### src/apt_pkg.sv
// ---------------------------------------------------------------------------
// Altitude PID thrust package
// Shared widths, fixed-point constants, register codes, datapath command and
// status types, and the saturation helper used by the altitude controller.
// ---------------------------------------------------------------------------
`default_nettype none

package apt_pkg;

    // Fixed-point format of all internal values.
    localparam int FRAC_BITS  = 16;
    localparam int DATA_WIDTH = 32;

    // Field widths.
    localparam int IN_W     = 32;
    localparam int COS_W    = 16;
    localparam int COS_FRAC = 14;
    localparam int GAIN_W   = 31;
    localparam int TS_W     = 17;

    // Multiplier and divider widths.
    localparam int PROD_W  = DATA_WIDTH + GAIN_W;
    localparam int SHR_W   = PROD_W - FRAC_BITS;
    localparam int DIV_N_W = DATA_WIDTH + FRAC_BITS;
    localparam int DIV_D_W = TS_W;

    // Configuration port.
    localparam int ADDR_W  = 5;
    localparam int PDATA_W = 32;

    typedef logic signed [DATA_WIDTH-1:0] data_t;
    typedef logic signed [DATA_WIDTH+2:0] acc_t;

    localparam data_t D_MAX = data_t'({1'b0, {(DATA_WIDTH-1){1'b1}}});
    localparam data_t D_MIN = data_t'({1'b1, {(DATA_WIDTH-1){1'b0}}});

    // Gravity, 9.81 rounded to nearest at FRAC_BITS fraction bits.
    localparam longint GRAVITY_RAW = (981 * (64'sd1 <<< FRAC_BITS) + 50) / 100;
    localparam data_t  GRAVITY     = data_t'(GRAVITY_RAW);

    // Reset values of the configuration registers.
    localparam logic [GAIN_W-1:0] MASS_RESET  = GAIN_W'(65536);
    localparam logic [TS_W-1:0]   TS_RESET    = TS_W'(655);
    localparam logic [GAIN_W-1:0] CLIMB_RESET = GAIN_W'(6553600);

    typedef enum logic [2:0] {
        REG_KP    = 3'd0,
        REG_KV    = 3'd1,
        REG_KI    = 3'd2,
        REG_MASS  = 3'd3,
        REG_TS    = 3'd4,
        REG_CLIMB = 3'd5
    } reg_idx_t;

    typedef struct packed {
        logic [GAIN_W-1:0] kp;
        logic [GAIN_W-1:0] kv;
        logic [GAIN_W-1:0] ki;
        logic [GAIN_W-1:0] mass;
        logic [TS_W-1:0]   ts;
        logic [GAIN_W-1:0] climb;
    } cfg_t;

    // Operand pair presented to the shared multiplier.
    typedef enum logic [2:0] {
        MUL_TS   = 3'd0,
        MUL_KP   = 3'd1,
        MUL_KV   = 3'd2,
        MUL_KI   = 3'd3,
        MUL_MASS = 3'd4
    } mul_sel_t;

    typedef struct packed {
        logic     load;
        logic     bdiv_start;
        logic     mul_go;
        mul_sel_t mul_sel;
        logic     integ_upd;
        logic     acc_init;
        logic     acc_add;
        logic     num_load;
        logic     qdiv_start;
        logic     clamp_load;
        logic     out_load;
    } dp_cmd_t;

    typedef struct packed {
        logic tilt_zero;
        logic bdiv_done;
        logic qdiv_done;
    } dp_stat_t;

    function automatic data_t sat_acc(input acc_t v);
        if (v > acc_t'(D_MAX))
        begin
            return D_MAX;
        end
        else if (v < acc_t'(D_MIN))
        begin
            return D_MIN;
        end
        return data_t'(v);
    endfunction

endpackage

`default_nettype wire

### src/apt_in_if.sv
// ---------------------------------------------------------------------------
// Altitude sample channel
// Valid/ready channel that carries one altitude sample word.
// ---------------------------------------------------------------------------
`default_nettype none

interface apt_in_if;

    logic                                valid;
    logic                                ready;
    logic signed [apt_pkg::IN_W-1:0]     target_height;
    logic signed [apt_pkg::IN_W-1:0]     target_vert_speed;
    logic signed [apt_pkg::IN_W-1:0]     measured_height;
    logic signed [apt_pkg::IN_W-1:0]     measured_vert_speed;
    logic signed [apt_pkg::COS_W-1:0]    vertical_axis_cos;
    logic signed [apt_pkg::IN_W-1:0]     feedforward_accel;

    modport source (
        output valid,
        input  ready,
        output target_height,
        output target_vert_speed,
        output measured_height,
        output measured_vert_speed,
        output vertical_axis_cos,
        output feedforward_accel
    );

    modport sink (
        input  valid,
        output ready,
        input  target_height,
        input  target_vert_speed,
        input  measured_height,
        input  measured_vert_speed,
        input  vertical_axis_cos,
        input  feedforward_accel
    );

endinterface

`default_nettype wire

### src/apt_out_if.sv
// ---------------------------------------------------------------------------
// Thrust command channel
// Valid/ready channel that carries one thrust command word.
// ---------------------------------------------------------------------------
`default_nettype none

interface apt_out_if;

    logic                                valid;
    logic                                ready;
    logic signed [apt_pkg::IN_W-1:0]     thrust_cmd;
    logic                                clamp_hit;
    logic                                tilt_fault;

    modport source (
        output valid,
        input  ready,
        output thrust_cmd,
        output clamp_hit,
        output tilt_fault
    );

    modport sink (
        input  valid,
        output ready,
        input  thrust_cmd,
        input  clamp_hit,
        input  tilt_fault
    );

endinterface

`default_nettype wire

### src/apt_regs.sv
// ---------------------------------------------------------------------------
// Altitude PID configuration registers
// APB-style register file holding gains, mass, step length and climb limit.
// ---------------------------------------------------------------------------
`default_nettype none

module apt_regs (
    input  wire logic                          clk,
    input  wire logic                          rst_n,
    input  wire logic                          psel,
    input  wire logic                          penable,
    input  wire logic                          pwrite,
    input  wire logic [apt_pkg::ADDR_W-1:0]    paddr,
    input  wire logic [apt_pkg::PDATA_W-1:0]   pwdata,
    output      logic [apt_pkg::PDATA_W-1:0]   prdata,
    output      apt_pkg::cfg_t                 cfg
);

    apt_pkg::cfg_t     cfg_reg;
    apt_pkg::reg_idx_t idx;
    logic              wr_en;

    assign idx   = apt_pkg::reg_idx_t'(paddr[apt_pkg::ADDR_W-1:2]);
    assign wr_en = psel && penable && pwrite;
    assign cfg   = cfg_reg;

    always_ff @(posedge clk or negedge rst_n)
    begin
        if (!rst_n)
        begin
            cfg_reg.kp    <= '0;
            cfg_reg.kv    <= '0;
            cfg_reg.ki    <= '0;
            cfg_reg.mass  <= apt_pkg::MASS_RESET;
            cfg_reg.ts    <= apt_pkg::TS_RESET;
            cfg_reg.climb <= apt_pkg::CLIMB_RESET;
        end
        else if (wr_en)
        begin
            case (idx)
                apt_pkg::REG_KP:    cfg_reg.kp    <= pwdata[apt_pkg::GAIN_W-1:0];
                apt_pkg::REG_KV:    cfg_reg.kv    <= pwdata[apt_pkg::GAIN_W-1:0];
                apt_pkg::REG_KI:    cfg_reg.ki    <= pwdata[apt_pkg::GAIN_W-1:0];
                apt_pkg::REG_MASS:  cfg_reg.mass  <= pwdata[apt_pkg::GAIN_W-1:0];
                apt_pkg::REG_TS:    cfg_reg.ts    <= pwdata[apt_pkg::TS_W-1:0];
                apt_pkg::REG_CLIMB: cfg_reg.climb <= pwdata[apt_pkg::GAIN_W-1:0];
                default:
                begin
                end
            endcase
        end
    end

    always_comb
    begin
        case (idx)
            apt_pkg::REG_KP:    prdata = apt_pkg::PDATA_W'(cfg_reg.kp);
            apt_pkg::REG_KV:    prdata = apt_pkg::PDATA_W'(cfg_reg.kv);
            apt_pkg::REG_KI:    prdata = apt_pkg::PDATA_W'(cfg_reg.ki);
            apt_pkg::REG_MASS:  prdata = apt_pkg::PDATA_W'(cfg_reg.mass);
            apt_pkg::REG_TS:    prdata = apt_pkg::PDATA_W'(cfg_reg.ts);
            apt_pkg::REG_CLIMB: prdata = apt_pkg::PDATA_W'(cfg_reg.climb);
            default:            prdata = '0;
        endcase
    end

endmodule

`default_nettype wire

### src/apt_div.sv
// ---------------------------------------------------------------------------
// Altitude PID unsigned divider
// Restoring divider that retires two quotient bits per cycle.
// ---------------------------------------------------------------------------
`default_nettype none

module apt_div (
    input  wire logic                          clk,
    input  wire logic                          rst_n,
    input  wire logic                          start,
    input  wire logic [apt_pkg::DIV_N_W-1:0]   dividend,
    input  wire logic [apt_pkg::DIV_D_W-1:0]   divisor,
    output      logic [apt_pkg::DIV_N_W-1:0]   quotient,
    output      logic                          done
);

    localparam int N     = apt_pkg::DIV_N_W;
    localparam int D     = apt_pkg::DIV_D_W;
    localparam int STEPS = N / 2;
    localparam int CNT_W = $clog2(STEPS + 1);

    logic [N-1:0]     shift_reg;
    logic [N-1:0]     shift_next;
    logic [D-1:0]     rem_reg;
    logic [D-1:0]     rem_next;
    logic [D-1:0]     dvsr_reg;
    logic [CNT_W-1:0] cnt_reg;
    logic             busy_reg;
    logic             done_reg;

    logic [D:0]       r1;
    logic [D:0]       r1_sub;
    logic [D:0]       r2;
    logic [D:0]       r2_sub;
    logic             ge1;
    logic             ge2;

    // Two restoring steps: each shifts in one dividend bit and subtracts
    // the divisor when the partial remainder allows it.
    always_comb
    begin
        r1       = {rem_reg, shift_reg[N-1]};
        ge1      = (r1 >= {1'b0, dvsr_reg});
        r1_sub   = ge1 ? (r1 - {1'b0, dvsr_reg}) : r1;
        r2       = {r1_sub[D-1:0], shift_reg[N-2]};
        ge2      = (r2 >= {1'b0, dvsr_reg});
        r2_sub   = ge2 ? (r2 - {1'b0, dvsr_reg}) : r2;
        rem_next   = r2_sub[D-1:0];
        shift_next = {shift_reg[N-3:0], ge1, ge2};
    end

    always_ff @(posedge clk or negedge rst_n)
    begin
        if (!rst_n)
        begin
            busy_reg <= 1'b0;
            done_reg <= 1'b0;
            cnt_reg  <= '0;
        end
        else if (start)
        begin
            busy_reg <= 1'b1;
            done_reg <= 1'b0;
            cnt_reg  <= CNT_W'(STEPS);
        end
        else if (busy_reg)
        begin
            cnt_reg <= cnt_reg - 1'b1;
            if (cnt_reg == CNT_W'(1))
            begin
                busy_reg <= 1'b0;
                done_reg <= 1'b1;
            end
        end
    end

    always_ff @(posedge clk)
    begin
        if (start)
        begin
            shift_reg <= dividend;
            rem_reg   <= '0;
            dvsr_reg  <= divisor;
        end
        else if (busy_reg)
        begin
            shift_reg <= shift_next;
            rem_reg   <= rem_next;
        end
    end

    assign quotient = shift_reg;
    assign done     = done_reg;

endmodule

`default_nettype wire

### src/apt_datapath.sv
// ---------------------------------------------------------------------------
// Altitude PID datapath
// Error registers, integrator, shared fixed-point multiplier, PID
// accumulator, two dividers, clamp and thrust output register.
// ---------------------------------------------------------------------------
`default_nettype none

module apt_datapath (
    input  wire logic                              clk,
    input  wire logic                              rst_n,
    input  wire apt_pkg::cfg_t                     cfg,
    input  wire apt_pkg::dp_cmd_t                  cmd,
    output      apt_pkg::dp_stat_t                 stat,
    input  wire apt_pkg::data_t                    target_height,
    input  wire apt_pkg::data_t                    target_vert_speed,
    input  wire apt_pkg::data_t                    measured_height,
    input  wire apt_pkg::data_t                    measured_vert_speed,
    input  wire logic signed [apt_pkg::COS_W-1:0]  vertical_axis_cos,
    input  wire apt_pkg::data_t                    feedforward_accel,
    output      apt_pkg::data_t                    thrust_cmd,
    output      logic                              clamp_hit,
    output      logic                              tilt_fault
);

    localparam int DW = apt_pkg::DATA_WIDTH;
    localparam int FB = apt_pkg::FRAC_BITS;
    localparam int CW = apt_pkg::COS_W;
    localparam int NW = apt_pkg::DIV_N_W;

    apt_pkg::data_t                herr_reg;
    apt_pkg::data_t                verr_reg;
    apt_pkg::data_t                ff_reg;
    logic signed [CW-1:0]          r22_reg;
    apt_pkg::data_t                integ_reg;
    logic [apt_pkg::PROD_W-1:0]    prod_reg;
    logic                          neg_reg;
    apt_pkg::acc_t                 acc_reg;
    apt_pkg::data_t                num_reg;
    apt_pkg::data_t                num_next;
    apt_pkg::data_t                c_reg;
    apt_pkg::data_t                c_next;
    logic                          hit_reg;
    logic                          hit_next;
    logic                          fault_reg;
    apt_pkg::data_t                thrust_reg;
    logic                          clamp_reg;
    logic                          tilt_reg;

    apt_pkg::data_t                mul_a;
    logic [apt_pkg::GAIN_W-1:0]    mul_b;
    logic [DW-1:0]                 mul_mag;
    logic [apt_pkg::SHR_W-1:0]     shr;
    logic [DW-1:0]                 shr_lo;
    logic                          pos_over;
    logic                          neg_over;
    apt_pkg::data_t                mulq;

    logic [DW-1:0]                 num_mag;
    logic [CW-1:0]                 r22_mag;
    logic [NW-1:0]                 bquot;
    logic [NW-1:0]                 qquot;
    logic                          bdiv_done;
    logic                          qdiv_done;
    logic [DW-1:0]                 bound_mag;
    logic [DW-1:0]                 c_mag;
    logic                          q_over;
    logic                          q_neg;
    apt_pkg::data_t                u_sat;

    // Operand selection for the shared multiplier.
    always_comb
    begin
        case (cmd.mul_sel)
            apt_pkg::MUL_TS:
            begin
                mul_a = herr_reg;
                mul_b = apt_pkg::GAIN_W'(cfg.ts);
            end
            apt_pkg::MUL_KP:
            begin
                mul_a = herr_reg;
                mul_b = cfg.kp;
            end
            apt_pkg::MUL_KV:
            begin
                mul_a = verr_reg;
                mul_b = cfg.kv;
            end
            apt_pkg::MUL_KI:
            begin
                mul_a = integ_reg;
                mul_b = cfg.ki;
            end
            apt_pkg::MUL_MASS:
            begin
                mul_a = c_reg;
                mul_b = cfg.mass;
            end
            default:
            begin
                mul_a = herr_reg;
                mul_b = '0;
            end
        endcase
        mul_mag = mul_a[DW-1] ? ('0 - $unsigned(mul_a)) : $unsigned(mul_a);
    end

    // Scale the registered product back by FRAC_BITS, truncating toward zero
    // on the magnitude, then apply the sign and saturate.
    always_comb
    begin
        shr      = prod_reg[apt_pkg::PROD_W-1:FB];
        shr_lo   = shr[DW-1:0];
        pos_over = |shr[apt_pkg::SHR_W-1:DW-1];
        neg_over = (|shr[apt_pkg::SHR_W-1:DW]) || (shr[DW-1] && (|shr[DW-2:0]));
        if (neg_reg)
        begin
            mulq = neg_over ? apt_pkg::D_MIN : apt_pkg::data_t'('0 - shr_lo);
        end
        else
        begin
            mulq = pos_over ? apt_pkg::D_MAX : apt_pkg::data_t'(shr_lo);
        end
    end

    // PID sum less gravity.
    always_comb
    begin
        u_sat    = apt_pkg::sat_acc(acc_reg);
        num_next = apt_pkg::sat_acc(apt_pkg::acc_t'(u_sat) -
                                    apt_pkg::acc_t'(apt_pkg::GRAVITY));
    end

    assign num_mag = num_reg[DW-1] ? ('0 - $unsigned(num_reg)) : $unsigned(num_reg);
    assign r22_mag = r22_reg[CW-1] ? ('0 - $unsigned(r22_reg)) : $unsigned(r22_reg);

    apt_div u_bound_div (
        .clk      (clk),
        .rst_n    (rst_n),
        .start    (cmd.bdiv_start),
        .dividend (NW'({cfg.climb, {FB{1'b0}}})),
        .divisor  (cfg.ts),
        .quotient (bquot),
        .done     (bdiv_done)
    );

    apt_div u_quot_div (
        .clk      (clk),
        .rst_n    (rst_n),
        .start    (cmd.qdiv_start),
        .dividend (NW'({num_mag, {apt_pkg::COS_FRAC{1'b0}}})),
        .divisor  (apt_pkg::DIV_D_W'(r22_mag)),
        .quotient (qquot),
        .done     (qdiv_done)
    );

    // Clamp of the tilt-compensated value to the symmetric climb bound.
    always_comb
    begin
        if (cfg.ts == '0)
        begin
            bound_mag = apt_pkg::D_MAX;
        end
        else if (|bquot[NW-1:DW-1])
        begin
            bound_mag = apt_pkg::D_MAX;
        end
        else
        begin
            bound_mag = {1'b0, bquot[DW-2:0]};
        end

        q_neg  = num_reg[DW-1] ^ r22_reg[CW-1];
        q_over = (qquot > NW'(bound_mag));
        c_mag  = q_over ? bound_mag : qquot[DW-1:0];

        if (stat.tilt_zero)
        begin
            c_next   = num_reg[DW-1] ? apt_pkg::data_t'('0 - bound_mag)
                                     : apt_pkg::data_t'(bound_mag);
            hit_next = 1'b1;
        end
        else
        begin
            c_next   = q_neg ? apt_pkg::data_t'('0 - c_mag) : apt_pkg::data_t'(c_mag);
            hit_next = q_over;
        end
    end

    always_ff @(posedge clk or negedge rst_n)
    begin
        if (!rst_n)
        begin
            integ_reg <= '0;
        end
        else if (cmd.integ_upd)
        begin
            integ_reg <= apt_pkg::sat_acc(apt_pkg::acc_t'(integ_reg) +
                                          apt_pkg::acc_t'(mulq));
        end
    end

    always_ff @(posedge clk)
    begin
        if (cmd.load)
        begin
            herr_reg <= apt_pkg::sat_acc(apt_pkg::acc_t'(target_height) -
                                         apt_pkg::acc_t'(measured_height));
            verr_reg <= apt_pkg::sat_acc(apt_pkg::acc_t'(target_vert_speed) -
                                         apt_pkg::acc_t'(measured_vert_speed));
            ff_reg   <= feedforward_accel;
            r22_reg  <= vertical_axis_cos;
        end
        if (cmd.mul_go)
        begin
            prod_reg <= apt_pkg::PROD_W'(mul_mag) * apt_pkg::PROD_W'(mul_b);
            neg_reg  <= mul_a[DW-1];
        end
        if (cmd.acc_init)
        begin
            acc_reg <= apt_pkg::acc_t'(ff_reg);
        end
        else if (cmd.acc_add)
        begin
            acc_reg <= acc_reg + apt_pkg::acc_t'(mulq);
        end
        if (cmd.num_load)
        begin
            num_reg <= num_next;
        end
        if (cmd.clamp_load)
        begin
            c_reg     <= c_next;
            hit_reg   <= hit_next;
            fault_reg <= stat.tilt_zero;
        end
        if (cmd.out_load)
        begin
            thrust_reg <= apt_pkg::sat_acc(apt_pkg::acc_t'(0) - apt_pkg::acc_t'(mulq));
            clamp_reg  <= hit_reg;
            tilt_reg   <= fault_reg;
        end
    end

    assign stat.tilt_zero = (r22_reg == '0);
    assign stat.bdiv_done = bdiv_done;
    assign stat.qdiv_done = qdiv_done;

    assign thrust_cmd = thrust_reg;
    assign clamp_hit  = clamp_reg;
    assign tilt_fault = tilt_reg;

endmodule

`default_nettype wire

### src/apt_ctrl.sv
// ---------------------------------------------------------------------------
// Altitude PID controller
// Sequences one sample word through the datapath and owns both handshakes.
// ---------------------------------------------------------------------------
`default_nettype none

module apt_ctrl (
    input  wire logic              clk,
    input  wire logic              rst_n,
    input  wire logic              in_valid,
    output      logic              in_ready,
    output      logic              out_valid,
    input  wire logic              out_ready,
    input  wire apt_pkg::dp_stat_t stat,
    output      apt_pkg::dp_cmd_t  cmd
);

    typedef enum logic [3:0] {
        S_IDLE,
        S_MUL_TS,
        S_INTEG,
        S_MUL_KV,
        S_MUL_KI,
        S_ACC_I,
        S_NUM,
        S_QDIV,
        S_WAIT,
        S_CLAMP,
        S_MUL_M,
        S_OUT
    } state_t;

    state_t state_reg;
    state_t state_next;
    logic   out_valid_reg;
    logic   out_free;

    assign out_free  = !out_valid_reg || out_ready;
    assign in_ready  = (state_reg == S_IDLE);
    assign out_valid = out_valid_reg;

    always_comb
    begin
        cmd        = '0;
        cmd.mul_sel = apt_pkg::MUL_TS;
        state_next = state_reg;
        case (state_reg)
            S_IDLE:
            begin
                if (in_valid)
                begin
                    cmd.load       = 1'b1;
                    cmd.bdiv_start = 1'b1;
                    state_next     = S_MUL_TS;
                end
            end
            S_MUL_TS:
            begin
                cmd.mul_go  = 1'b1;
                cmd.mul_sel = apt_pkg::MUL_TS;
                state_next  = S_INTEG;
            end
            S_INTEG:
            begin
                // Integrator takes err*step while the P product starts.
                cmd.integ_upd = 1'b1;
                cmd.acc_init  = 1'b1;
                cmd.mul_go    = 1'b1;
                cmd.mul_sel   = apt_pkg::MUL_KP;
                state_next    = S_MUL_KV;
            end
            S_MUL_KV:
            begin
                cmd.acc_add = 1'b1;
                cmd.mul_go  = 1'b1;
                cmd.mul_sel = apt_pkg::MUL_KV;
                state_next  = S_MUL_KI;
            end
            S_MUL_KI:
            begin
                cmd.acc_add = 1'b1;
                cmd.mul_go  = 1'b1;
                cmd.mul_sel = apt_pkg::MUL_KI;
                state_next  = S_ACC_I;
            end
            S_ACC_I:
            begin
                cmd.acc_add = 1'b1;
                state_next  = S_NUM;
            end
            S_NUM:
            begin
                cmd.num_load = 1'b1;
                state_next   = S_QDIV;
            end
            S_QDIV:
            begin
                // A zero cosine skips the division and takes the bound.
                cmd.qdiv_start = !stat.tilt_zero;
                state_next     = S_WAIT;
            end
            S_WAIT:
            begin
                if (stat.bdiv_done && (stat.tilt_zero || stat.qdiv_done))
                begin
                    state_next = S_CLAMP;
                end
            end
            S_CLAMP:
            begin
                cmd.clamp_load = 1'b1;
                state_next     = S_MUL_M;
            end
            S_MUL_M:
            begin
                cmd.mul_go  = 1'b1;
                cmd.mul_sel = apt_pkg::MUL_MASS;
                state_next  = S_OUT;
            end
            S_OUT:
            begin
                if (out_free)
                begin
                    cmd.out_load = 1'b1;
                    state_next   = S_IDLE;
                end
            end
            default:
            begin
                state_next = S_IDLE;
            end
        endcase
    end

    always_ff @(posedge clk or negedge rst_n)
    begin
        if (!rst_n)
        begin
            state_reg     <= S_IDLE;
            out_valid_reg <= 1'b0;
        end
        else
        begin
            state_reg <= state_next;
            if (cmd.out_load)
            begin
                out_valid_reg <= 1'b1;
            end
            else if (out_ready)
            begin
                out_valid_reg <= 1'b0;
            end
        end
    end

endmodule

`default_nettype wire

### src/altitude_pid_thrust_core.sv
// ---------------------------------------------------------------------------
// A new sample word is accepted only after the previous one has been loaded
// into the output register. A zero vertical-axis cosine skips the quotient
// division that follows the PID sum, so such a word passes through sooner.
// Reset: rst_n clears the integrator, the sequencer and output valid, and
// loads the configuration registers with their reset values.
// ---------------------------------------------------------------------------
// Altitude PID thrust core
// Tilt-compensated PID altitude controller with a climb clamp, a sequencer
// driving a shared multiplier and two radix-4 dividers, and an APB-style
// configuration port.
// ---------------------------------------------------------------------------
`default_nettype none

module altitude_pid_thrust_core (
    input  wire logic                          clk,
    input  wire logic                          rst_n,

    // Configuration port. pready is tied high; a write lands on the access
    // cycle. Register i sits at byte address 4*i.
    input  wire logic                          psel,
    input  wire logic                          penable,
    input  wire logic                          pwrite,
    input  wire logic [apt_pkg::ADDR_W-1:0]    paddr,
    input  wire logic [apt_pkg::PDATA_W-1:0]   pwdata,
    output      logic [apt_pkg::PDATA_W-1:0]   prdata,
    output      logic                          pready,

    // Sample words in, thrust words out.
    apt_in_if.sink                             sample,
    apt_out_if.source                          command
);

    apt_pkg::cfg_t     cfg;
    apt_pkg::dp_cmd_t  cmd;
    apt_pkg::dp_stat_t stat;

    assign pready = 1'b1;

    // Gains, mass, step and climb limit. The block only reads them while a
    // word is in flight, so software writes them between words.
    apt_regs u_regs (
        .clk     (clk),
        .rst_n   (rst_n),
        .psel    (psel),
        .penable (penable),
        .pwrite  (pwrite),
        .paddr   (paddr),
        .pwdata  (pwdata),
        .prdata  (prdata),
        .cfg     (cfg)
    );

    // The sequencer accepts a sample only when idle. The finished thrust word
    // sits in an output register, so the next sample is taken while the
    // previous word still waits for the consumer; the sequencer only holds in
    // its last state if a new result is ready before the old one is taken.
    apt_ctrl u_ctrl (
        .clk       (clk),
        .rst_n     (rst_n),
        .in_valid  (sample.valid),
        .in_ready  (sample.ready),
        .out_valid (command.valid),
        .out_ready (command.ready),
        .stat      (stat),
        .cmd       (cmd)
    );

    // The datapath forms the height and speed errors on acceptance, updates
    // the integrator with err*step, accumulates the three gain products and
    // feed-forward, removes gravity, divides by R22 (Q2.14) and clamps to
    // +-(climb_limit / time_step). The bound division starts at acceptance
    // and runs beside the PID sequence. The clamped value times minus the
    // mass gives the thrust word. A zero R22 takes the bound with the sign of
    // the numerator and raises both flags.
    apt_datapath u_datapath (
        .clk                 (clk),
        .rst_n               (rst_n),
        .cfg                 (cfg),
        .cmd                 (cmd),
        .stat                (stat),
        .target_height       (sample.target_height),
        .target_vert_speed   (sample.target_vert_speed),
        .measured_height     (sample.measured_height),
        .measured_vert_speed (sample.measured_vert_speed),
        .vertical_axis_cos   (sample.vertical_axis_cos),
        .feedforward_accel   (sample.feedforward_accel),
        .thrust_cmd          (command.thrust_cmd),
        .clamp_hit           (command.clamp_hit),
        .tilt_fault          (command.tilt_fault)
    );

endmodule

`default_nettype wire

### src/flat_wrapper.sv
// flat-port wrapper written by rule: the top's interface ports become plain ports
module altitude_pid_thrust_core_flat 
  (clk, rst_n, psel, penable, pwrite, paddr, pwdata, prdata, pready, sample_valid, sample_ready, sample_target_height, sample_target_vert_speed, sample_measured_height, sample_measured_vert_speed, sample_vertical_axis_cos, sample_feedforward_accel, command_valid, command_ready, command_thrust_cmd, command_clamp_hit, command_tilt_fault);
  apt_in_if sample_i ();
  apt_out_if command_i ();
  input  wire logic clk;
  input  wire logic rst_n;
  input  wire logic psel;
  input  wire logic penable;
  input  wire logic pwrite;
  input  wire logic [apt_pkg::ADDR_W-1:0] paddr;
  input  wire logic [apt_pkg::PDATA_W-1:0] pwdata;
  output      logic [apt_pkg::PDATA_W-1:0] prdata;
  output      logic pready;
  input wire logic [$bits(sample_i.valid)-1:0] sample_valid;
  output wire logic [$bits(sample_i.ready)-1:0] sample_ready;
  input wire logic [$bits(sample_i.target_height)-1:0] sample_target_height;
  input wire logic [$bits(sample_i.target_vert_speed)-1:0] sample_target_vert_speed;
  input wire logic [$bits(sample_i.measured_height)-1:0] sample_measured_height;
  input wire logic [$bits(sample_i.measured_vert_speed)-1:0] sample_measured_vert_speed;
  input wire logic [$bits(sample_i.vertical_axis_cos)-1:0] sample_vertical_axis_cos;
  input wire logic [$bits(sample_i.feedforward_accel)-1:0] sample_feedforward_accel;
  output wire logic [$bits(command_i.valid)-1:0] command_valid;
  input wire logic [$bits(command_i.ready)-1:0] command_ready;
  output wire logic [$bits(command_i.thrust_cmd)-1:0] command_thrust_cmd;
  output wire logic [$bits(command_i.clamp_hit)-1:0] command_clamp_hit;
  output wire logic [$bits(command_i.tilt_fault)-1:0] command_tilt_fault;
  assign sample_i.valid = sample_valid;
  assign sample_ready = sample_i.ready;
  assign sample_i.target_height = sample_target_height;
  assign sample_i.target_vert_speed = sample_target_vert_speed;
  assign sample_i.measured_height = sample_measured_height;
  assign sample_i.measured_vert_speed = sample_measured_vert_speed;
  assign sample_i.vertical_axis_cos = sample_vertical_axis_cos;
  assign sample_i.feedforward_accel = sample_feedforward_accel;
  assign command_valid = command_i.valid;
  assign command_i.ready = command_ready;
  assign command_thrust_cmd = command_i.thrust_cmd;
  assign command_clamp_hit = command_i.clamp_hit;
  assign command_tilt_fault = command_i.tilt_fault;
  altitude_pid_thrust_core u_core (.clk(clk), .rst_n(rst_n), .psel(psel), .penable(penable), .pwrite(pwrite), .paddr(paddr), .pwdata(pwdata), .prdata(prdata), .pready(pready), .sample(sample_i), .command(command_i));
endmodule
### config.mk
export PLATFORM = sky130hd
export DESIGN_NAME = altitude_pid_thrust_core_flat
export DESIGN_NICKNAME = d
export VERILOG_FILES = /design/src/apt_pkg.sv /design/src/apt_in_if.sv /design/src/apt_out_if.sv /design/src/apt_regs.sv /design/src/apt_div.sv /design/src/apt_datapath.sv /design/src/apt_ctrl.sv /design/src/altitude_pid_thrust_core.sv /design/src/flat_wrapper.sv
export SDC_FILE = /design/constraint.sdc
export NUM_CORES = 2
export LEC_CHECK = 0
export ABC_CLOCK_PERIOD_IN_PS = 10410
export BUFFER_PORTS_ARGS = -buffer_cell sky130_fd_sc_hd__buf_2
export CAP_MARGIN = 10
export CORE_UTILIZATION = 35
export DETAILED_ROUTE_END_ITERATION = 6
export HOLD_SLACK_MARGIN = 0.12
export RECOVER_POWER = 50
export SLEW_MARGIN = 20
export SYNTH_ARGS = -nofsm -noshare
export SYNTH_HDL_FRONTEND = slang
export SYNTH_SLANG_ARGS = --single-unit
### constraint.sdc
create_clock -name clk -period 10.41 [get_ports clk]
set_input_delay 1.5615 -clock clk [delete_from_list [all_inputs] [get_ports clk]]
set_output_delay 1.5615 -clock clk [all_outputs]
set_load 0.01 [all_outputs]
## Word level (Yosys, flattened, before mapping)

Index checks and enable logic that the tools add are counted.

| word-level totals | value |
|---|---|
| register bits after elaboration | 697 |
| input bits | 220 |
| output and inout port bits | 69 |
| word-level logic and storage cells | 225 |

| cells by class | value |
|---|---|
| $add $sub $neg | 18 |
| multipliers | 1 |
| order comparisons | 17 |
| equality and inequality tests | 25 |
| multiplexer cells | 91 |
| bitwise logic cells | 1 |
| reductions and logical operators | 34 |

Operators by type and width:

| operator | number |
|---|---|
| 32-bit two-way mux | 27 |
| 31-bit case mux with 6 select lines | 1 |
| 33-bit by 32-bit > comparator with 1-bit output (second input constant) | 5 |
| 33-bit by 32-bit less-than comparator with 1-bit output (second input constant) | 5 |
| 1-bit by 32-bit subtractor with 32-bit output (first input constant) | 5 |
| 31-bit case mux with 5 select lines | 1 |
| 32-bit case mux with 3 select lines | 1 |
| 47-bit two-way mux | 2 |
| 46-bit two-way mux | 2 |
| 35-bit two-way mux | 2 |
| 17-bit two-way mux | 4 |
| 32-bit by 32-bit subtractor with 33-bit output | 2 |
| 32-bit by 31-bit multiplier with 63-bit output | 1 |
| 31-bit two-way mux | 2 |
| 48-bit by 31-bit > comparator with 1-bit output | 1 |
| 4-bit case mux with 12 select lines | 1 |
| 18-bit by 16-bit greater-or-equal comparator with 1-bit output | 2 |
| 18-bit by 17-bit greater-or-equal comparator with 1-bit output | 2 |
| 1-bit two-way mux | 36 |
| 35-bit by 32-bit adder with 35-bit output | 1 |
| 35-bit by 32-bit > comparator with 1-bit output (second input constant) | 1 |
| 35-bit by 32-bit less-than comparator with 1-bit output (second input constant) | 1 |
| 17-bit by 16-bit subtractor with 17-bit output | 2 |
| 17-bit subtractor | 2 |
| other kinds (35) | 78 |

## Depth between registers and ports, before layout

| depth | value |
|---|---|
| word-level depth | 11 |
| mapped depth | 43 |
| depth with buffers taken out | 37 |

## Hierarchy

From an unflattened synthesis, not the netlist that was laid out.

| second synthesis, totals | value |
|---|---|
| cells, all modules | 8296 |
| area, all modules | 77747.1 um^2 |

Modules (own cells, without submodules):

| module | instances | cells each | area an instance (um^2) | sequential area each (um^2) |
|---|---|---|---|---|
| apt_datapath | 1 | 6672 | 58175.8 | 9659.3 |
| apt_regs | 1 | 563 | 8006.4 | 4316.6 |
| apt_div at u_core.u_datapath.u_bound_div | 1 | 503 | 5592.9 | 2467.4 |
| apt_div at u_core.u_datapath.u_quot_div | 1 | 509 | 5546.6 | 2467.4 |
| apt_ctrl | 1 | 47 | 414.1 | 125.1 |
| altitude_pid_thrust_core | 1 | 2 | 11.3 | 0.0 |

## Worst setup path before layout

No wires, ideal clock.

| path | value |
|---|---|
| path kind | register to register |
| start point | register u_core.u_ctrl.state_reg[0] |
| end point | register u_core.u_datapath.prod_reg[47] in the netlist's numbering (data pin) |
| data arrival time | 10499 ps |
| required time | 10203 ps |
| slack | -296 ps |
| cell stages (with the launch flop) | 37 |
| cells stage by stage | dfrtp_1 buf_6 or3b_2 a211o_1 a2bb2oi_1 clkbuf_1 ha_1 nand2_1 nor4_2 a21oi_1 xnor2_1 clkbuf_1 nor2_1 fa_1 fa_1 fa_1 inv_1 fa_1 inv_1 fa_1 fa_1 fa_1 inv_1 fa_1 inv_1 ha_1 nand3_1 nand2_1 a21o_1 a21o_1 a21o_1 a2111o_1 o211ai_1 a21oi_1 o41ai_2 mux2_2 a2111oi_0 |

| between the ends | value |
|---|---|
| longest elaborated chain between the ends | 7 |
| elaborated cells between the ends (all ways) | 16 |
| those cells by class | 1 x add/sub; 1 x mul; 9 x eq/ne; 4 x mux; 1 x reduce/logical |

Ends and longest elaborated chain:

| what | line | source |
|---|---|---|
| start, declared | apt_ctrl.sv:33 | `state_t state_reg;` |
| start signal, assigned | apt_ctrl.sv:144 | `state_reg <= state_next;` |
| 4-bit equality test, or another cell as far along | apt_ctrl.sv:47 | `case (state_reg)` |
| 4-bit case mux with 5 select lines * | apt_ctrl.sv:47 |  |
| 3-bit equality test / 3-bit by 2-bit equality test with 1-bit output (equally long branches) | apt_datapath.sv:73 | `case (cmd.mul_sel)` |
| 32-bit case mux with 3 select lines | apt_datapath.sv:73 |  |
| 1-bit by 32-bit subtractor with 32-bit output | apt_datapath.sv:105 | `mul_mag = mul_a[DW-1] ? ('0 - $unsigned(mul_a)) : $unsigned(mul_a);` |
| 32-bit two-way mux | apt_datapath.sv:105 |  |
| 32-bit by 31-bit multiplier with 63-bit output * | apt_datapath.sv:216 | `prod_reg <= apt_pkg::PROD_W'(mul_mag) * apt_pkg::PROD_W'(mul_b);` |
| end signal, assigned | apt_datapath.sv:216 |  |
| end, declared | apt_datapath.sv:35 | `logic [apt_pkg::PROD_W-1:0] prod_reg;` |

Every way passes the cells marked *; elsewhere a longest branch is shown, timed or not.
A chain may end at the register's enable or synchronous reset.

## Worst setup path in the final report

| path | value |
|---|---|
| start point | register u_core.u_ctrl.state_reg[0] |
| end point | register u_core.u_datapath.prod_reg[55] in the netlist's numbering (data pin) |

Same word-level chain as after synthesis.

==> impl_summary.md <==
CTS
The longest clock path from root to sink contains 3 buffers. TritonCTS created 82 clock buffers. The number of sinks on the clock net is 681. The TritonCTS clock tree is built. CTS placed an instance of sky130_fd_sc_hd__clkbuf_16 at the clock tree root. The total of hold buffers inserted after clock tree synthesis is 0. For the worst-skew pair, the clock arrives at the later sink with an insertion delay of 0.71 ns. The post-CTS clock slew at the launch and capture registers of the worst setup and hold paths is 0.06 ns. The H-tree was split into 3 levels.

Worst setup path
The dominant cell type by count on the critical path is sky130_fd_sc_hd__fa_1. The critical path in this run is classified as register to register. The category of the worst setup path capture point is a register. For the worst setup path, the data arrival time is 10.72 ns. The terminus of the critical flop-to-flop path is u_core.u_datapath.prod_reg[55]$_DFFE_PP_. The beginning of the worst register-to-register path is u_core.u_ctrl.state_reg[0]$_DFFE_PN0P_. For the worst setup path, the data required time is 10.82 ns.

The number of cells on the worst reg-to-reg path is 42. In this design, the stage delay of the slowest critical-path cell is 0.61 ns. The worst setup path is launched from a register. The most critical setup path has its startpoint at u_core.u_ctrl.state_reg[0]$_DFFE_PN0P_. Along the worst path, the maximum fanout reaches 7. The setup check on the worst reg-to-reg path leaves a slack of 0.1 ns. Among all stages on the critical path, the largest delay is contributed by sky130_fd_sc_hd__fa_1.

STA
The total of endpoints with negative setup slack in the final report is 0. The peak clock frequency supported by timing is 97.0 MHz. Setup repair after global routing could not meet its margin everywhere.

Headroom to the max-slew limit came out at -1.55. The worst path in the final design needs a cycle of 10.31 ns, including I/O delays and setup. The final max-slew violation count was 86. At the pin with the least slew margin, the transition time is 3.82 ns. The clock arrives with 0.0564 ns of skew.

The final count of hold timing violations is 0. Of the available clock period, the critical path in the final layout requires 0.991.

Routing
The length of the first detailed-routing pass in iterations is 7. For this run, design rule violations remaining after detail routing come to 16. The post-detailed-route via-to-cell ratio is 5.49. Dividing the detail-routed wire length by the instance count gives 23.6 microns. The number of DRC markers in iteration 0 is 6215. The final route contains 64789 vias. The final routed wirelength across all metal layers is 279 mm. In this run the remaining antenna-violating nets after routing total 0.

Place
Routability-driven placement finished with a final weighted congestion of 0.990. Once placement completed, the tool counted placed cells totaling 11592. The estimated wirelength of the detail-placed design is 229 mm. Port buffering added 283 buffers.

Synth
The distinct cell type count of the synthesized netlist is 114. The Yosys step of the flow raised 0 warnings. The proportion of register bits with asynchronous set or reset after synthesis is 0.327. In this run, synthesis produced a sequential element count of 681. Each instance of the synthesized netlist takes up on average 9.19 sq um. The mapped netlist covers 76600 sq um. The synthesized design contains 391 enable-type register cells. The post-synthesis net count is 9920.

Among all flip-flop cells after synthesis, the most frequent one is sky130_fd_sc_hd__edfxtp_1. After technology mapping, the gate count stands at 8334. For this run, the register share of the synthesized area comes to 0.244.

Final layout
The area growth from synthesis to layout is 16.2%. Of the cells placed in the final design, the portion with a size suffix greater than 1 is 0.168. The total of fill cells in the finished design is 21361. The area occupied by registers is 18700 sq um. The post-layout net count is 10459. The finished layout holds 11811 standard cells, fillers aside. The number of flip-flops in the largest register is 172. The footprint of the multi-input gates is 53600 sq um.

Floorplanning
The number of top-level pins is 289. From bottom edge to top edge, the die measures 470 microns. The area of the placeable core is 217000 sq um. The horizontal die dimension is 470 microns. The die footprint is 221000 sq um.

The number of cell rows is 171. The initial utilization of the core area, before any placement, comes to 0.352.

Run status
The checks that failed: DRC, capacitance limit, slew limit. The flow ran to the end, but the final reports show violations.

Hold path
The min-delay analysis places its worst path in the category register to register. The worst hold path terminates at u_core.u_datapath.tilt_fault$_DFFE_PP_. The worst hold path passes through 0 cells.

In this run the most critical hold path is launched from u_core.u_datapath.fault_reg$_DFFE_PP_.

Job
Across the run, the number of max-cap violations was 2.

GRT
The via count of the first global-routing pass was 64314. The first global-routing pass estimated 419 mm of wire. The global route total overflow is 0. The initial antenna violation count was 31. The pin count of the biggest net entering global routing is 172. The aggregate global-route resource usage is 0.251.
## synth_stat cells (19+ instances only)
| cell | count | area, sq um |
|---|---|---|
| sky130_fd_sc_hd__a31oi_1 | 46 | 288 |
| sky130_fd_sc_hd__mux2_2 | 206 | 2320 |
| sky130_fd_sc_hd__inv_1 | 1087 | 4080 |
| sky130_fd_sc_hd__a221o_1 | 28 | 280 |
| sky130_fd_sc_hd__or4_1 | 21 | 158 |
| sky130_fd_sc_hd__ha_1 | 493 | 6170 |
| sky130_fd_sc_hd__and3_1 | 34 | 213 |
| sky130_fd_sc_hd__o41ai_1 | 19 | 166 |
| sky130_fd_sc_hd__o21ai_0 | 370 | 1850 |
| sky130_fd_sc_hd__dfxtp_1 | 67 | 1340 |
| sky130_fd_sc_hd__nor4_1 | 57 | 357 |
| sky130_fd_sc_hd__o31ai_1 | 40 | 300 |
| sky130_fd_sc_hd__o21a_1 | 27 | 203 |
| sky130_fd_sc_hd__xnor2_1 | 231 | 2020 |
| sky130_fd_sc_hd__clkbuf_1 | 323 | 1210 |
| sky130_fd_sc_hd__a22oi_1 | 48 | 360 |
| sky130_fd_sc_hd__a211oi_1 | 28 | 210 |
| sky130_fd_sc_hd__a22o_1 | 19 | 166 |
| sky130_fd_sc_hd__o211ai_1 | 25 | 188 |
| sky130_fd_sc_hd__nand3_1 | 149 | 746 |
| sky130_fd_sc_hd__edfxtp_1 | 391 | 11700 |
| sky130_fd_sc_hd__nor2b_1 | 47 | 294 |
| sky130_fd_sc_hd__a21o_1 | 145 | 1090 |
| sky130_fd_sc_hd__mux2i_1 | 98 | 981 |
| sky130_fd_sc_hd__buf_1 | 30 | 113 |
| sky130_fd_sc_hd__a21oi_1 | 435 | 2180 |
| sky130_fd_sc_hd__nand4_1 | 50 | 313 |
| sky130_fd_sc_hd__buf_2 | 39 | 195 |
| sky130_fd_sc_hd__o21bai_1 | 31 | 233 |
| sky130_fd_sc_hd__o22ai_1 | 23 | 144 |
| sky130_fd_sc_hd__and2_1 | 48 | 300 |
| sky130_fd_sc_hd__nor2_1 | 842 | 3160 |
| sky130_fd_sc_hd__nand2b_1 | 72 | 450 |
| sky130_fd_sc_hd__nor3_1 | 101 | 505 |
| sky130_fd_sc_hd__nand3b_1 | 21 | 158 |
| sky130_fd_sc_hd__dfrtp_1 | 213 | 5330 |
| sky130_fd_sc_hd__or3_1 | 56 | 350 |
| sky130_fd_sc_hd__fa_1 | 873 | 17500 |
| sky130_fd_sc_hd__xor2_1 | 176 | 1540 |
| sky130_fd_sc_hd__nand2_1 | 938 | 3520 |
## worst max path at each step
| stage | slack (ns) | cells after the start | end |
|---|---|---|---|
| final | 0.1 | 42 | u_core.u_datapath.prod_reg[55]$_DFFE_PP_ |
| after global routing | -0.20 | 43 | u_core.u_datapath.prod_reg[55]$_DFFE_PP_ |
| after CTS | 0.002 | 36 | u_core.u_datapath.prod_reg[59]$_DFFE_PP_ |
| after detailed placement | -0.30 | 38 | u_core.u_datapath.prod_reg[47]$_DFFE_PP_ |
| after global placement | -0.42 | 38 | u_core.u_datapath.prod_reg[47]$_DFFE_PP_ |
| after floorplan | 0.003 | 37 | u_core.u_datapath.prod_reg[47]$_DFFE_PP_ |
## per-stage QoR
step	instance area, sq um	utilization	hold WS [ns]	setup TNS, ns	worst slack [ns]
2_1_floorplan	76600	-	0.400	0	0.00308
3_3_place_gp	84600	0.389	0.462	-2.47	-0.417
3_5_place_dp	84600	0.389	0.463	-2.36	-0.304
4_1_cts	87800	0.404	0.477	0	0.00163
5_1_grt	89000	0.409	0.470	-1.45	-0.199
6_report	89000	0.409	0.472	0	0.0965
## cells by family (layout without fill, tap and decap cells)
logic type | after synthesis | after routing | synth area share
XOR/XNOR | 414 | 414 | 0.0480
AO/OA/AOI/OAI | 1499 | 1499 | 0.125
other | 2 | 17 | 0.0000980
flip-flops | 681 | 681 | 0.244
adder cells (fa/ha/maj) | 1384 | 1384 | 0.311
multiplexers | 321 | 321 | 0.0480
buffers and inverters | 1493 | 2101 | 0.0744
AND/OR/NAND/NOR | 2540 | 2540 | 0.150
## critical path: cells and delay by family, from the launching register on
kind | cells | cell delay, ns
AOI/OAI and AO/OA | 9 | 1.72
xor gates and xnor gates | 2 | 0.23
adders and majority gates | 9 | 4.51
buffers and inverters | 12 | 1.42
DFF | 1 | 0.49
and+or+nand+nor | 10 | 1.64
## cell usage in the layout (no fill, tap or decap), drive strengths merged, types with 31 or more instances in the layout
cell type	count
nor3	103
dfrtp	213
xnor2	234
buf	842
nor2	843
mux2	207
xor2	180
and2	48
a22oi	48
nand2b	72
a21oi	435
fa	873
nor4	62
or3	57
o31ai	40
edfxtp	391
and3	35
o21bai	31
dfxtp	67
ha	493
nand2	940
nand3	149
a21o	145
inv	1096
o21ai	402
nand4	51
clkbuf	124
a31oi	46
mux2i	98
nor2b	47
## area by class of cell
type | count | share of cell area
multi-input combinational | 6160 | 0.602
timing repair buffer | 855 | 0.0694
inverter | 1093 | 0.0462
clock inverter | 42 | 0.00710
tap | 2854 | 0.0401
clock buffer | 111 | 0.0251
sequential | 681 | 0.210
antenna | 15 | 0.000422
## layer usage
layer / track usage / share of wire / vias up
met5: 0 / 0.00019 / -
met4: 0.0952 / 0.042 / 8
met3: 0.0410 / 0.078 / 420
met2: 0.384 / 0.44 / 2625
met1: 0.354 / 0.44 / 32689
li1: - / - / 29047
## what timing repair did
item	CTS	global route
gates resized for setup	41	210
setup buffers	16	38
endpoints found under the setup margin	17	32
pin swaps	26	166
Power is left out: the tool's default activity adds up to more than one toggle a clock period on the data nets, which glitch-free logic cannot reach.
